$ cat src/design/rotated_array_search_unit_macros.svh
// assertion macros for the rotated array search unit
`ifndef ROTATED_ARRAY_SEARCH_UNIT_MACROS_SVH
`define ROTATED_ARRAY_SEARCH_UNIT_MACROS_SVH

// same-cycle implication, sampled on clk, off during rst
`define RAS_ASSERT_SAME(label, pre, post, msg) \
  label: assert property (@(posedge clk) disable iff (rst) (pre) |-> (post)) \
    else $error(msg);

// next-cycle implication, sampled on clk, off during rst
`define RAS_ASSERT_NEXT(label, pre, post, msg) \
  label: assert property (@(posedge clk) disable iff (rst) (pre) |=> (post)) \
    else $error(msg);

`endif

$ cat src/design/ras_pkg.sv
// shared widths, codes and types of the rotated array search unit
`timescale 1ns / 1ps

package ras_pkg;

  localparam int DEPTH       = 1024;
  localparam int ADDR_W      = $clog2(DEPTH);
  localparam int IDX_W       = ADDR_W + 2;
  localparam int CNT_W       = 11;
  localparam int INDEX_W     = 10;
  localparam int VALUE_W     = 32;
  localparam int POS_W       = 10;
  localparam int IN_TDATA_W  = ((INDEX_W + VALUE_W + 7) / 8) * 8;
  localparam int OUT_TDATA_W = ((POS_W + 7) / 8) * 8;

  localparam logic OP_WRITE  = 1'b0;
  localparam logic OP_SEARCH = 1'b1;

  typedef struct packed {
    logic             found;
    logic [POS_W-1:0] position;
  } ras_result_t;

endpackage

$ cat src/design/ras_ctrl.sv
// search sequencer: pivot bisection and binary search over the element memory
`timescale 1ns / 1ps
`include "rotated_array_search_unit_macros.svh"

module ras_ctrl
  import ras_pkg::*;
(
  input  logic                      clk,
  input  logic                      rst,
  input  logic                      cfg_wr_en,
  input  logic [CNT_W-1:0]          cfg_wr_data,
  input  logic                      in_valid,
  output logic                      in_ready,
  input  logic                      in_op,
  input  logic [INDEX_W-1:0]        in_index,
  input  logic signed [VALUE_W-1:0] in_value,
  output logic                      mem_we,
  output logic [ADDR_W-1:0]         mem_waddr,
  output logic [VALUE_W-1:0]        mem_wdata,
  output logic [ADDR_W-1:0]         mem_raddr,
  input  logic [VALUE_W-1:0]        mem_rdata,
  output logic                      res_valid,
  input  logic                      res_ready,
  output ras_result_t               res
);

  typedef enum logic [3:0] {
    S_IDLE,
    S_P_LOOP,
    S_P_M,
    S_P_N,
    S_P_P,
    S_P_L,
    S_V_0,
    S_B_LOOP,
    S_B_CHK,
    S_RES
  } state_t;

  state_t                    state, state_next;
  logic [CNT_W-1:0]          count;
  logic signed [IDX_W-1:0]   lo, lo_next;
  logic signed [IDX_W-1:0]   hi, hi_next;
  logic signed [IDX_W-1:0]   mid, mid_next;
  logic signed [IDX_W-1:0]   pivot, pivot_next;
  logic signed [IDX_W-1:0]   nm1, nm1_next;
  logic signed [VALUE_W-1:0] vm, vm_next;
  logic signed [VALUE_W-1:0] target, target_next;
  ras_result_t               res_next;

  logic signed [IDX_W-1:0]   n_sat;
  logic signed [IDX_W-1:0]   span_sum;
  logic signed [IDX_W-1:0]   mid_calc;
  logic signed [IDX_W-1:0]   mid_inc;
  logic signed [IDX_W-1:0]   mid_dec;
  logic signed [VALUE_W-1:0] rd;

  assign in_ready  = (state == S_IDLE);
  assign res_valid = (state == S_RES);
  assign rd        = mem_rdata;

  assign n_sat    = (IDX_W'(count) > IDX_W'(DEPTH)) ? IDX_W'(DEPTH) : IDX_W'(count);
  assign span_sum = lo + hi;
  assign mid_calc = span_sum >>> 1;
  assign mid_inc  = mid + IDX_W'(1);
  assign mid_dec  = mid - IDX_W'(1);

  assign mem_we    = in_valid && in_ready && (in_op == OP_WRITE)
                     && (32'(in_index) < 32'(DEPTH));
  assign mem_waddr = ADDR_W'(in_index);
  assign mem_wdata = in_value;

  always_comb begin
    state_next  = state;
    lo_next     = lo;
    hi_next     = hi;
    mid_next    = mid;
    pivot_next  = pivot;
    nm1_next    = nm1;
    vm_next     = vm;
    target_next = target;
    res_next    = res;
    mem_raddr   = '0;
    case (state)
      S_IDLE: begin
        if (in_valid && in_op == OP_SEARCH) begin
          target_next = in_value;
          lo_next     = '0;
          hi_next     = n_sat - IDX_W'(1);
          nm1_next    = n_sat - IDX_W'(1);
          state_next  = S_P_LOOP;
        end
      end
      S_P_LOOP: begin
        if (lo > hi) begin
          lo_next    = '0;
          hi_next    = nm1;
          state_next = S_B_LOOP;
        end else begin
          mid_next   = mid_calc;
          mem_raddr  = ADDR_W'(mid_calc);
          state_next = S_P_M;
        end
      end
      S_P_M: begin
        vm_next = rd;
        if (mid < hi) begin
          mem_raddr  = ADDR_W'(mid_inc);
          state_next = S_P_N;
        end else if (mid > lo) begin
          mem_raddr  = ADDR_W'(mid_dec);
          state_next = S_P_P;
        end else begin
          mem_raddr  = ADDR_W'(lo);
          state_next = S_P_L;
        end
      end
      S_P_N: begin
        if (vm > rd) begin
          pivot_next = mid;
          if (vm == target) begin
            res_next.found    = 1'b1;
            res_next.position = POS_W'(mid);
            state_next        = S_RES;
          end else begin
            mem_raddr  = '0;
            state_next = S_V_0;
          end
        end else if (mid > lo) begin
          mem_raddr  = ADDR_W'(mid_dec);
          state_next = S_P_P;
        end else begin
          mem_raddr  = ADDR_W'(lo);
          state_next = S_P_L;
        end
      end
      S_P_P: begin
        if (vm < rd) begin
          pivot_next = mid_dec;
          if (rd == target) begin
            res_next.found    = 1'b1;
            res_next.position = POS_W'(mid_dec);
            state_next        = S_RES;
          end else begin
            mem_raddr  = '0;
            state_next = S_V_0;
          end
        end else begin
          mem_raddr  = ADDR_W'(lo);
          state_next = S_P_L;
        end
      end
      S_P_L: begin
        if (rd >= vm) begin
          hi_next = mid_dec;
        end else begin
          lo_next = mid_inc;
        end
        state_next = S_P_LOOP;
      end
      S_V_0: begin
        if (rd <= target) begin
          lo_next = '0;
          hi_next = pivot;
        end else begin
          lo_next = pivot + IDX_W'(1);
          hi_next = nm1;
        end
        state_next = S_B_LOOP;
      end
      S_B_LOOP: begin
        if (lo > hi) begin
          res_next.found    = 1'b0;
          res_next.position = '0;
          state_next        = S_RES;
        end else begin
          mid_next   = mid_calc;
          mem_raddr  = ADDR_W'(mid_calc);
          state_next = S_B_CHK;
        end
      end
      S_B_CHK: begin
        if (rd == target) begin
          res_next.found    = 1'b1;
          res_next.position = POS_W'(mid);
          state_next        = S_RES;
        end else begin
          if (rd < target) begin
            lo_next = mid_inc;
          end else begin
            hi_next = mid_dec;
          end
          state_next = S_B_LOOP;
        end
      end
      S_RES: begin
        if (res_ready) begin
          state_next = S_IDLE;
        end
      end
      default: begin
        state_next = S_IDLE;
      end
    endcase
  end

  always_ff @(posedge clk) begin
    if (rst) begin
      state <= S_IDLE;
      count <= '0;
    end else begin
      state <= state_next;
      if (cfg_wr_en) begin
        count <= cfg_wr_data;
      end
    end
    lo     <= lo_next;
    hi     <= hi_next;
    mid    <= mid_next;
    pivot  <= pivot_next;
    nm1    <= nm1_next;
    vm     <= vm_next;
    target <= target_next;
    res    <= res_next;
  end

  `RAS_ASSERT_SAME(a_miss_pos_zero, res_valid && !res.found, res.position == '0, "miss with nonzero position")
  `RAS_ASSERT_SAME(a_no_write_busy, state != S_IDLE, !mem_we, "memory written during a search")
  `RAS_ASSERT_SAME(a_window_open, state == S_P_M || state == S_B_CHK, lo <= hi, "probe outside window")
  `RAS_ASSERT_NEXT(a_search_starts, in_valid && in_ready && in_op == OP_SEARCH, state == S_P_LOOP, "search not started")

endmodule

$ cat config.mk
export PLATFORM = sky130hd
export DESIGN_NAME = ras_ctrl
export DESIGN_NICKNAME = d
export VERILOG_FILES = /design/src/design/ras_pkg.sv /design/src/design/ras_ctrl.sv
export VERILOG_INCLUDE_DIRS = /design/src /design/src/design
export SDC_FILE = /design/constraint.sdc
export NUM_CORES = 1
export LEC_CHECK = 0
export BUFFER_PORTS_ARGS = -buffer_cell sky130_fd_sc_hd__buf_4
export CORE_UTILIZATION = 45
export CTS_CLUSTER_DIAMETER = 60
export DETAILED_ROUTE_END_ITERATION = 10
export PLACE_DENSITY = 0.71
export SETUP_SLACK_MARGIN = 0.1
export SYNTH_ARGS = -nofsm -noshare
export SYNTH_HDL_FRONTEND = slang
export SYNTH_SLANG_ARGS = --single-unit
$ cat constraint.sdc
create_clock -name clk -period 4.64 [get_ports clk]
set_input_delay 0 -clock clk [delete_from_list [all_inputs] [get_ports clk]]
set_output_delay 0 -clock clk [all_outputs]
set_load 0.03 [all_outputs]
==> reports/metrics.yaml, run 1 <==
drt:
  detailroute.via_count: 8454
  iteration_0_drc_count_of_the_detailed_router: 638
  detail_route.wl_per_cell_um: 18.0
  routed_wirelength_um: 27300
  postRouteAntennaNets: 0
  post-route-drc-count: 0
  vias_cell: 5.57
  drtPass1Iterations: 7
global_routing:
  grt_first_pass_wirelength_um: 43400
  globalRouteTotalUtil_pct: 23.8
  maximum_number_of_pins_on_one_net_before_global_route_repair: 37
  grt_pass1_vias: 8311
  grt_antenna_before_repair: 0
  overflow_left_after_global_routing: 0
synth:
  netlist.area_leader.share_pct: 38.8
  yosysSeqAreaShare_pct: 41.7
  syn_nets: 1241
  post-synth-top-area-cell: "edfxtp_1"
  yosys_warnings: 0
  async_flop_share_pct: 0
  syn-mean-instance-area_sq_um: 10.0
  synth.cell_area_sq_mm: 0.0104
  synthCells: 1034
  synth_edf_count: 134
  yosys_reg_bits: 149
  ys.flop_type: "edfxtp_1"
  synth.distinct_cells: 63
  synth.top_cells.by_area: "edfxtp_1, ha_1, xnor2_1"
sta:
  finalHoldViolCount: 0
  setup_viol_count_final: 0
  achievable-frequency_mhz: 264
  clock-skew-final_ns: 0.0146
  max-slew-margin-rel_pct: 35.5
  timing.final.crit_period_ns: 3.79
  period_share_pct: 81.7
  setup_slack_ns: 0.849
  final_max_slew_viol_count: 0
  setup-tns-final_ns: 0
  worstMarginPinSlew_ns: 0.961
  unrepaired_setup_endpoints_after_global_routing: "no"
setup_path:
  critPathLaunch: "hi[7]"
  endpoint_of_the_worst_slack_reg_to_reg_timing_path: "res[6]"
  crit_chain: "inv_1, ha_1, and3_1, nand3_1, nor3_1, a221o_1, a41oi_1, a21oi_1, buf_4, o2bb2ai_1, or4_1, buf_4"
  cp_data_arrival_time_ns: 3.79
  cpPeakStageDelay_ns: 0.65
  reg2reg_depth: 9
  crit_path_frequent_cell: "buf_4"
  worstPathRequired_ns: 4.64
  worst_path_buffer_plus_inverter_count: 3
  crit_slowest_cell: "a41oi_1"
  critPathMaxFanout: 21
  reg2reg_slack_ns: 1.19
  cp-end-kind: "primary output"
  worstSetupStartpointType: "flop"
  regToRegStartpoint: "target[28]"
  critical_path.top_delay_family: "compound AO/OA/AOI/OAI gates"
  worst-setup-path-type: "reg -> out"
pwr:
  finalPower_uw: 7180
  power.share.switching_pct: 43.1
  power_per_cell_area_mw_per_mm2: 555
  p_seq_share_pct: 33.3
  internal_power_uw: 4080
  clockPowerShare_pct: 19.4
  p_sw_uw: 3100
  leakage_power_figure_uw: 0.00545
  comb_power_share_pct: 47.3
  worst_voltage_drop_across_the_vdd_grid_mv: 0.292
worst_hold_path:
  worst_hold_path_type: "in -> out"
  hold_path.startpoint: "in_index[1]"
  min_delay_worst_endpoint: "mem_waddr[1]"
  cell_depth_of_the_worst_hold_path: 0
status:
  run_status: "complete, no violations"
layout:
  antenna_diode_count: 0
  area_delta_synth_final_pct: 24.9
  layout.cells.most_common: "buf_4"
  drive_gt1_share_pct: 15.4
  final_nets: 1426
  filler_cell_count: 1856
  commonest_cells_after_routing_fill_and_taps_aside: "buf_4, edfxtp_1, ha_1"
cts:
  clkLatencyLatePin_ns: 0.44
  cts_buffers: 17
  cts-root-to-sink-buffers: 2
  cts.root.buffer_cell: "clkbuf_16"
  cts_sinks: 149
  postCtsResizedCells: 0
  clk_pin_slew_worst_paths_ns: 0.07
  postCtsHoldBufs: 98
  cts_setup_buffers: 0
  htree_num_levels: 4
  cts_tree: "yes"
place:
  globalplace.congestion: 0.924
  portBuffers: 136
  place.detailed.hpwl_um: 20800
  detailedPlace.worstSlack_ns: 1.20
run:
  cap_violations: 0
floorplan:
  die_height_um: 154
  boundary_pin_count: 157
  floorplan.initialDensity_pct: 45.8
  die_width_um: 154
  floorplan.core_area_sq_mm: 0.0226
  design.die.area_sq_mm: 0.0236
  number_of_placement_rows: 55
## layer usage
| layer | up-vias | part of all wire, % | GRT usage [%] |
|---|---|---|---|
| met2 | 353 | 45 | 37.0 |
| met5 | - | 0 | 0 |
| met3 | 41 | 7.4 | 5.05 |
| li1 | 4109 | - | - |
| met4 | 0 | 2.5 | 8.52 |
| met1 | 3951 | 45 | 32.7 |
## per-stage QoR
step | cell area, sq um | util [%] | hold WS [ns] | std cells
finish | 12900 | 57.2 | 0.0000132 | 1517
global route | 12900 | 57.2 | 0.0000447 | 1517
CTS | 12900 | 57.2 | 0.000205 | 1517
detailed placement | 11400 | 50.1 | 0.000205 | 1387
global placement | 11400 | 50.1 | 0.000205 | 1387
floorplan | 10400 | - | 0.0691 | 1034
## power by group through the flow
stage	logic, uW	clock network (uW)	registers, uW
3_3_place_gp	3200	0	2400
4_1_cts	3360	1420	2380
5_1_grt	3730	1470	2430
6_report	3390	1390	2390
2_1_floorplan	2430	0	2210
3_5_place_dp	3270	0	2410
## worst reg2reg max path: stages (launching register included)
cell and delay [ns]:
edfxtp_1 0.37, inv_1 0.06, ha_1 0.29, and3_1 0.19, nand4_1 0.13, or3_1 0.41, or4_1 0.69, or3_1 0.36
a21oi_1 0.15, o21a_1 0.45
## cells by family after synthesis
kind of cell,count (synthesis),share of synthesized area [%]
mux,21,2.05
compound gates,227,14.7
flops,149,41.7
xor+xnor,81,6.85
buf+inv,188,8.47
fa+ha+maj,116,14.1
simple gates,252,12.1
## worst max path at each step
stage          depth (start not counted)            to
3_3_place_gp                           9        res[0]
3_5_place_dp                           9        res[8]
5_1_grt                               10  mem_raddr[8]
6_report                              12  mem_raddr[2]
4_1_cts                               11  mem_raddr[7]
2_1_floorplan                          5  mem_raddr[3]
## sequential cells by signal, indices dropped and copies added (netlist names)
signal and flops:
state 4, mid 11, count 11, lo 12, vm 32, pivot 12, res 11, target 32
hi 12, nm1 12
## layout make-up
type,count,area [sq um],area share [%]
flip-flops and latches,149,4320,33.4
clock inverters,15,181,1.40
multi-input cells,697,5170,40.0
clock buffers,17,425,3.29
repair buffers,242,2060,15.9
inverters,112,420,3.25
well taps,285,357,2.76
## cells in the mapped netlist (13+ instances only)
library cell,n
o22ai_1,13
nand2_1,55
nand3_1,24
dfxtp_1,15
xnor2_1,61
mux2i_1,19
clkbuf_1,28
buf_4,43
nor2_1,59
inv_1,112
xor2_1,20
nor3_1,22
nor2b_1,15
a21oi_1,61
ha_1,115
nand4_1,30
o21ai_0,40
edfxtp_1,134
Note: power is estimated with default switching activity, not from simulation.
==> run 2: changes to the inputs <==
Settings changed: ABC_AREA set to 1.
Clock period 4.64 ns to 3.95 ns, I/O delays scaled along.
==> run 2 against run 1 <==
Against the previous run:
- clock skew is 0.0042 ns lower
- register-to-register slack worse by 0.42 ns
- largest power group unchanged
- critical endpoint is now state[0]
- worst hold slack hardly changed
- combinational power is 24% higher
- clock-buffer cell count stayed put
- core utilization is 0.33 points higher
- global-route usage is 1.1 points higher
- clock power is 12% higher
- sequential cell count stayed put
==> reports/metrics.yaml, run 2 <==
sta:
  max-slew-margin-rel_pct: 48.7  # +13 points
  setup_viol_count_final: 0  # unchanged
  finalHoldViolCount: 0  # unchanged
  setup-tns-final_ns: 0  # unchanged
  final.hold.worst_slack_ns: 0.0000101  # -0.00000310 ns
  achievable-frequency_mhz: 314
  unrepaired_setup_endpoints_after_global_routing: "no"
  clock-skew-final_ns: 0.0104  # -0.00420 ns
  timing.final.crit_period_ns: 3.18
  period_share_pct: 80.5
  worstMarginPinSlew_ns: 0.767  # -0.194 ns
  final_max_slew_viol_count: 0  # unchanged
pwr:
  power.share.switching_pct: 44.8  # +1.7 points
  worst_voltage_drop_across_the_vdd_grid_mv: 0.287  # -1.6%
  clockPowerShare_pct: 18.3  # -1.1 points
  p_sw_uw: 3820  # +23%
  leakage_power_figure_uw: 0.00609  # +12%
  p_seq_share_pct: 32.3  # -1.0 points
  internal_power_uw: 4700  # +15%
  finalPower_uw: 8510  # +19%
  comb_power_share_pct: 49.3  # +2.0 points
  power_per_cell_area_mw_per_mm2: 646  # +16%
synth:
  synth.top_cells.by_area: "edfxtp_1, ha_1, nand2_1"
  yosys.cell_count.top_type: "nand2_1"
  synth_edf_count: 134  # unchanged
  post-synth-top-area-cell: "edfxtp_1"
  synth-simple-area-share_pct: 20.5  # +8.3 points
  yosys_reg_bits: 149  # unchanged
  yosys-mux-area-fraction_pct: 0  # -2.1 points
  combinational_family_with_the_most_area_after_synthesis: "simple AND/OR/NAND/NOR gates"
  yosys_warnings: 0  # unchanged
  syn_nets: 1472  # +19%
  synth.distinct_cells: 52  # -17%
  synth-compound-area-share_pct: 9.71  # -5.0 points
  synthCells: 1265  # +22%
  synth.cell_area_sq_mm: 0.0107  # +2.9%
  async_flop_share_pct: 0  # unchanged
  synth-xor-area-share_pct: 4.60  # -2.2 points
  netlist.area_leader.share_pct: 37.8  # -1.1 points
  yosysSeqAreaShare_pct: 40.6  # -1.2 points
  top_cells_by_count_synth: "nand2_1, inv_1, edfxtp_1"
  synth-adder-area-share_pct: 13.7  # -0.40 points
  syn-mean-instance-area_sq_um: 8.43  # -16%
  ys.flop_type: "edfxtp_1"
cts:
  cts_buffers: 17  # unchanged
  clkLatencyLatePin_ns: 0.43  # about the same
  cts_sinks: 149  # unchanged
  cts_setup_buffers: 0  # unchanged
  cts.root.buffer_cell: "clkbuf_16"
  postCtsHoldBufs: 82  # -16%
  cts-root-to-sink-buffers: 2  # unchanged
  htree_num_levels: 4  # unchanged
  clk_pin_slew_worst_paths_ns: 0.07  # about the same
  cts_tree: "yes"
  postCtsResizedCells: 0  # unchanged
floorplan:
  number_of_placement_rows: 55  # unchanged
  boundary_pin_count: 157  # unchanged
  die_width_um: 156  # +1.4%
  die_height_um: 156  # +1.4%
  floorplan.initialDensity_pct: 46.5  # +0.76 points
  design.die.area_sq_mm: 0.0243  # +2.9%
  floorplan.core_area_sq_mm: 0.0229  # +1.2%
drt:
  iteration_0_drc_count_of_the_detailed_router: 743  # +16%
  routed_wirelength_um: 29200  # +7.1%
  detailroute.via_count: 9285  # +9.8%
  vias_cell: 5.21  # -6.6%
  detail_route.wl_per_cell_um: 16.4  # -8.9%
  drtPass1Iterations: 5  # -2
  postRouteAntennaNets: 0  # unchanged
  post-route-drc-count: 0  # unchanged
global_routing:
  globalRouteTotalUtil_pct: 24.9  # +1.1 points
  grt_first_pass_wirelength_um: 46200  # +6.4%
  grt_antenna_before_repair: 1  # +1
  grt_pass1_vias: 8901  # +7.1%
  overflow_left_after_global_routing: 0  # unchanged
  maximum_number_of_pins_on_one_net_before_global_route_repair: 34  # -8.1%
setup_path:
  worstSetupStartpointType: "flop"
  critPathMaxFanout: 9  # -57%
  endpoint_of_the_worst_slack_reg_to_reg_timing_path: "state[0]"
  reg2reg_slack_ns: 0.77  # -0.42 ns
  reg2reg_depth: 12  # +3
  cp_data_arrival_time_ns: 3.49  # -0.30 ns
  regToRegStartpoint: "mid[10]"
  timing.critical_path.to: "state[0]"
  cp-end-kind: "flop"
  worst-setup-path-type: "reg -> reg"
  worstPathRequired_ns: 4.26  # -0.38 ns
  critPathLaunch: "mid[10]"
layout:
  filler_cell_count: 1996  # +7.5%
  area_delta_synth_final_pct: 23.6
  largestRegisters: "target: 32 flops, vm: 32 flops"
  layout.cells.most_common: "nand2_1"
  final_nets: 1664  # +17%
  drive_gt1_share_pct: 14.2  # -1.3 points
  commonest_cells_after_routing_fill_and_taps_aside: "nand2_1, inv_1, buf_4"
worst_hold_path:
  worst_hold_path_type: "in -> out"
run:
  cap_violations: 0  # unchanged
place:
  place.detailed.hpwl_um: 22100  # +6.2%
  portBuffers: 136  # unchanged
  globalplace.congestion: 1.03  # +11%
status:
  run_status: "complete, no violations"
[run 2: cell count changes after synthesis, sizes merged, moves of 24 or more]
| cell | before | now |
|---|---|---|
| nor2 | 59 | 105 |
| inv | 112 | 208 |
| nand2 | 55 | 248 |
| xnor2 | 61 | 12 |
| nand3 | 24 | 54 |
| o21ai | 52 | 77 |
| xor2 | 20 | 44 |
[run 2: cell type report]
| cell class | instances | area, sq um | area share [%] |
|---|---|---|---|
| diodes | 1 | 2.50 | 0.0190 |
| clock buffers | 17 | 425 | 3.23 |
| clock inverters | 14 | 130 | 0.988 |
| inverters | 208 | 781 | 5.93 |
| multi-input cells | 851 | 5190 | 39.4 |
| flip-flops and latches | 149 | 4320 | 32.8 |
| well taps | 313 | 392 | 2.97 |
| repair buffers | 230 | 1930 | 14.7 |
[run 2: logic make-up (layout without fill, tap and decap cells)]
kind of cell	Yosys count	in the layout
AO/OA/AOI/OAI	187	187
XOR/XNOR	56	56
adder cells (fa/ha/maj)	116	116
buffers and inverters	265	469
flip-flops	149	149
other	0	1
AND/OR/NAND/NOR	492	492
[run 2: stage by stage]
stage / worst slack, ns / util, % / cell area (sq um) / cells
6_report: 0.769 / 57.5 / 13200 / 1783
5_1_grt: 0.555 / 57.5 / 13200 / 1783
3_3_place_gp: 1.25 / 51.5 / 11800 / 1669
2_1_floorplan: 0.542 / - / 10700 / 1265
3_5_place_dp: 1.27 / 51.5 / 11800 / 1669
4_1_cts: 0.855 / 57.5 / 13200 / 1782
[run 2: per-layer routing]
layer	up-vias	routed length, um	GRT usage, %
met5	-	0	0
met4	0	804	8.87
met3	59	2070	4.75
met2	365	13700	41.0
met1	4289	12600	32.6
li1	4572	-	-
[run 2: worst min path at each step]
stage                     cells after the start      endpoint  slack (ns)        start
after floorplan                               1      state[0]        0.07          rst
after global placement                        0  mem_waddr[2]      0.0002  in_index[2]
after detailed placement                      0  mem_waddr[2]      0.0002  in_index[2]
after CTS                                     0  mem_waddr[2]      0.0002  in_index[2]
after global routing                          0  mem_waddr[9]     0.00005  in_index[9]
final                                         0  mem_waddr[4]     0.00001  in_index[4]
[run 2: critical path, stage by stage, from the launching register on]
cell	delay [ns]
edfxtp_1	0.58
ha_1	0.42
a21oi_1	0.13
o21ai_0	0.10
a21oi_1	0.17
nand3b_1	0.12
nand3_1	0.41
nand2_1	0.16
nor2_1	0.15
nand3_1	0.14
nand2_1	0.08
a21oi_1	0.06
dlygate4sd3_1	0.55
[run 2: power by group through the flow]
stage	Combinational, uW	Sequential [uW]	Clock (uW)
6_report	4200	2750	1560
5_1_grt	4670	2790	1640
4_1_cts	4140	2740	1570
3_5_place_dp	4050	2770	0
3_3_place_gp	4010	2760	0
2_1_floorplan	2820	2660	0
